[config.mk]
export PLATFORM = sky130hd
export DESIGN_NAME = ghalloc_ram
export DESIGN_NICKNAME = d
export VERILOG_FILES = /design/src/ghalloc_ram.sv
export SDC_FILE = /design/constraint.sdc
export NUM_CORES = 2
export LEC_CHECK = 0
export ABC_CLOCK_PERIOD_IN_PS = 6130
export BUFFER_PORTS_ARGS = -buffer_cell sky130_fd_sc_hd__buf_2
export CORE_ASPECT_RATIO = 2
export CORE_MARGIN = 8
export CORE_UTILIZATION = 50
export CTS_BUF_LIST = sky130_fd_sc_hd__clkbuf_4
export DETAILED_ROUTE_END_ITERATION = 16
export PLACE_DENSITY = 0.71
export SLEW_MARGIN = 20
export SYNTH_ARGS = -nofsm -noshare
export SYNTH_HDL_FRONTEND = slang
export SYNTH_SLANG_ARGS = --single-unit
[constraint.sdc]
create_clock -name clk -period 6.13 [get_ports clk]
set_clock_uncertainty 0.2 [all_clocks]
set_input_delay 1.226 -clock clk [delete_from_list [all_inputs] [get_ports clk]]
set_output_delay 1.226 -clock clk [all_outputs]
set_load 0.005 [all_outputs]
[src/ghalloc_ram.sv]
// ----------------------------------------------------------------------------
// ghalloc_ram
// Simple dual-port synchronous RAM: one write port, one read port with a
// registered read and a read enable.
// ----------------------------------------------------------------------------
module ghalloc_ram #(
  parameter int DEPTH = 256,
  parameter int WIDTH = 8,
  localparam int AW = (DEPTH > 1) ? $clog2(DEPTH) : 1
) (
  input  logic             clk,
  input  logic             wr_en,
  input  logic [AW-1:0]    wr_addr,
  input  logic [WIDTH-1:0] wr_data,
  input  logic             rd_en,
  input  logic [AW-1:0]    rd_addr,
  output logic [WIDTH-1:0] rd_data
);

  logic [WIDTH-1:0] mem [DEPTH];

  always_ff @(posedge clk) begin
    if (wr_en) begin
      mem[wr_addr] <= wr_data;
    end
  end

  always_ff @(posedge clk) begin
    if (rd_en) begin
      rd_data <= mem[rd_addr];
    end
  end

endmodule
# After elaboration in Yosys (flattened, before gate mapping)

Memories as Yosys holds them, arrays and structs flattened. A register that Yosys moved wholly into a read port is not among the register bits.
Cells that the tools add are included.

Bits in registers: 0
Bits in writable memories: 2048
Word-level logic and storage cells: 3
Memories kept: 1
Output and inout port bits: 8
Input port bits: 27

Memories:

| memory | words | bits a word | rd ports | clocked after memory_dff | write ports | RTL line | text |
|---|---|---|---|---|---|---|---|
| mem    | 256   | 8           | 1        | 1                        | 1           | 20       | `logic [WIDTH-1:0] mem [DEPTH];` |

Muxes and demuxes: 2

Operators with widths:

| cell    | number |
|---|---|
| $mux W1 | 2 |

# Longest topological paths before layout

Depth in word-level cells: 2
Mapped depth: 11
Depth with buffers taken out: 6

# Worst setup path before layout

Ideal clock, no wire load.

Path type: input -> register
Start: in rd_addr[0]
End: reg rd_data[2] (read register of mem), data pin
Setup time: 0.269 ns
Slack: 2.628 ns
Cell stages on the path: 9
Arrival: 3.033 ns
Data required time: 5.661 ns
Path buffers: 4
Path through: buf_6 -> buf_12 -> buf_8 -> buf_2 -> mux4_2 -> a22oi_1 -> a21oi_1 -> nor4_1 -> nor4_2

RTL lines:

| what            | RTL line | text |
|---|---|---|
| start, declared | 16       | `input logic [AW-1:0] rd_addr,` |
| end, declared   | 17       | `output logic [WIDTH-1:0] rd_data` |

==> flow_summary.ini <==
[worst_setup_path]
reg2reg_to = rd_data[3]$_DFFE_PP_
crit_fanout = 93
crit_chain = buf_8 > buf_4 > mux4_2 > a22o_1 > a221oi_1 > o32ai_1 > nor3_1 > nor4_1
crit_required_ns = 6.96
path_class = in2reg
cp-start-kind = input pin
reg2reg_from = mem[80][3]$_DFFE_PP_
cp-end-kind = flop
reg2reg_slack_ns = 2.79
reg2regPathDepth = 6
cpPeakStageDelay_ns = 0.82
cp_slowest_cell = a221oi_1
cp.arrival_ns = 4.78

[pwr]
power_mw = 26.79
cellLeakagePower_nw = 27.31
powerDensity_mw_per_mm2 = 305.7
peakVddDrop_mv = 0.1957

[global_route]
grt.overflow.total = 0
grt_pass1_vias = 41710
grt_max_degree = 205
grt_pass1_wl_mm = 283.0
antenna_found_initial = 16
grt_util_all_layers_pct = 22.15

[placement]
dp_hpwl_mm = 117.5
place_ws_ns = 0.9211
portBuffers = 34
dp.cells = 5729
gp_congestion = 0.8684

[final_layout]
area_growth_pct = 10.03
drive_above_1_share_pct = 29.43
fin_cells = 6513
utilization_pct = 55.28
n_fill_cell = 11930
nets = 4121

[timing]
finalCriticalPeriod_ns = 3.945
tns_ns = 0
min_period_over_period_pct = 64.35
worstMarginPinSlew_ns = 1.331
slew_viol_final = 0
relSlewSlack_pct = 11.28
setup_ws_ns = 2.185
setup_violations = 0
fmax_mhz = 253.5
hold_viol_final = 0
rsz0062_at_grt = false

[drt]
wl_per_cell_um = 29.80
vias_per_cell = 6.273
ant_nets = 0
vias = 40850
first_pass_iters = 6
drt-initial-drc-count = 5499
drc_errors = 0
finalWirelength_mm = 194.1

[synthesis]
yosysWarnings = 0
yosys.area_share.simple_pct = 2.625
synthXorXnorAreaFrac_pct = 0
synth_area_mm2 = 0.07964
syn_inst = 3733
synth-main-ff-cell = edfxtp_1
synth_compound_area_share_pct = 3.416
syn-num-nets = 3760
ys_types = 54
synth-edff-count = 2056
synth_adder_area_share_pct = 0
ys_ff_latch = 2056
synth-async-reset-ratio_pct = 0
avgSynthCellArea_um2 = 21.33
synthMuxAreaShare_pct = 14.60
synth_top_family_by_area = multiplexers
ys_seq_area_share_pct = 77.53

[cts]
htree_levels = 5
cts_hold_buf = 0
clock_path_buffers = 4
numCtsBuffers = 452
cts_sinks = 2056
cts_tree = done
cts_resized = 0
root_buffer = clkbuf_4
clk_pin_slew_worst_paths_ns = 0.08
post-cts-setup-buffers = 0
clock_latency_ns = 1.36

[floorplan]
coreArea_mm2 = 0.1585
rows = 207
die_y_um = 580.4
start_util_pct = 50.24
die_area_mm2 = 0.1731
dieWidth_um = 298.2
io_pins = 35

[flow_run]
maxCapViolations = 0

[min_path]
hold_end = rd_data[2]$_DFFE_PP_
hp-class = in2reg
hold_path_startpoint = rd_en
holdPathStages = 1

[status]
outcome = complete, no violations
==> worst max-delay path: cells and delay by family <==
family / cells / cell delay (ns)
AO/OA/AOI/OAI: 3 / 1.37
buffers and inverters: 2 / 1.08
multiplexers: 1 / 0.36
AND/OR/NAND/NOR: 2 / 0.56
==> cell usage in the layout, fill, tap and decap left out, types with 32 or more instances in the layout <==
cell type	instances
edfxtp_1	2056
clkbuf_4	633
mux4_2	454
nor2_1	279
mux2i_1	134
a22oi_1	133
a21oi_1	96
clkinv_1	93
buf_4	84
o221ai_1	46
nand2_1	32
clkinv_2	32
==> synth_stat cells, types with 10 or more instances <==
cell      instances  area (um^2)
nor2_1          282         1059
buf_6            21        236.5
o22ai_1          28        175.2
a221oi_1         13        113.9
nand2_1          33        123.9
a22oi_1         133        998.5
nor2b_1          31        193.9
buf_4            27        202.7
nor4_1           24        150.1
a211oi_1         16        120.1
o21ai_0          10        50.05
mux4_2          454        10220
clkbuf_1        111        416.7
o221ai_1         46        402.9
a21oi_1          96        480.5
nor3_1           22        110.1
edfxtp_1       2056        61740
mux2i_1         134         1341
o211ai_1         10        75.07
buf_1            22        82.58
nand4_1          10        62.56
buf_2            31        155.2
nand3_1          34        170.2
buf_8            13        195.2
==> routing by layer <==
metal,track usage [%],vias to the layer above,wire length [um]
li1,-,16750,-
met1,29.19,21080,70660
met2,34.79,2568,94240
met3,5.633,449,20180
met4,10.26,9,8926
met5,0,-,71
==> state kept, by name, summed over array words and instances (netlist names) <==
register,cells
rd_data,8
mem,2048
==> final cells by class <==
cell class	instances	area, um^2	area share [%]
diodes	16	40.04	0.04569
inverters	2	7.507	0.008567
clock inverters	134	626.9	0.7154
well taps	2090	2615	2.984
repair buffers	140	1338	1.526
flip-flops and latches	2056	61740	70.46
clock buffers	633	4752	5.423
multi-input cells	1442	16510	18.84
==> kinds of logic after synthesis <==
logic type,after synthesis
AO/OA/AOI/OAI,385
buffers and inverters,235
flip-flops,2056
multiplexers,591
AND/OR/NAND/NOR,466
==> power by group <==
part           switching [mW]  internal [mW]
Clock                    5.02           4.87
Sequential             0.0185           15.5
Combinational           0.913          0.470
Total                    5.95           20.8
==> stage by stage <==
stage / hold slack (ns) / instance area (um^2)
5_1_grt: 0.03383 / 87620
3_3_place_gp: 0.8610 / 82170
4_1_cts: 0.01229 / 87570
6_report: 0.1767 / 87630
3_5_place_dp: 0.8948 / 82190
2_1_floorplan: 0.6642 / 79640
==> how the worst max path moves through the flow <==
stage	from	end	slack [ns]	cells after the start
3_3_place_gp	rd_addr[3]	rd_data[6]$_DFFE_PP_	0.79	6
6_report	rd_addr[1]	rd_data[3]$_DFFE_PP_	2.19	8
3_5_place_dp	rd_addr[1]	rd_data[5]$_DFFE_PP_	0.92	8
4_1_cts	rd_addr[1]	rd_data[3]$_DFFE_PP_	2.38	8
5_1_grt	rd_addr[1]	rd_data[5]$_DFFE_PP_	2.22	8
2_1_floorplan	rd_addr[0]	rd_data[2]$_DFFE_PP_	2.63	9
Power figures use the tool's default switching activity.
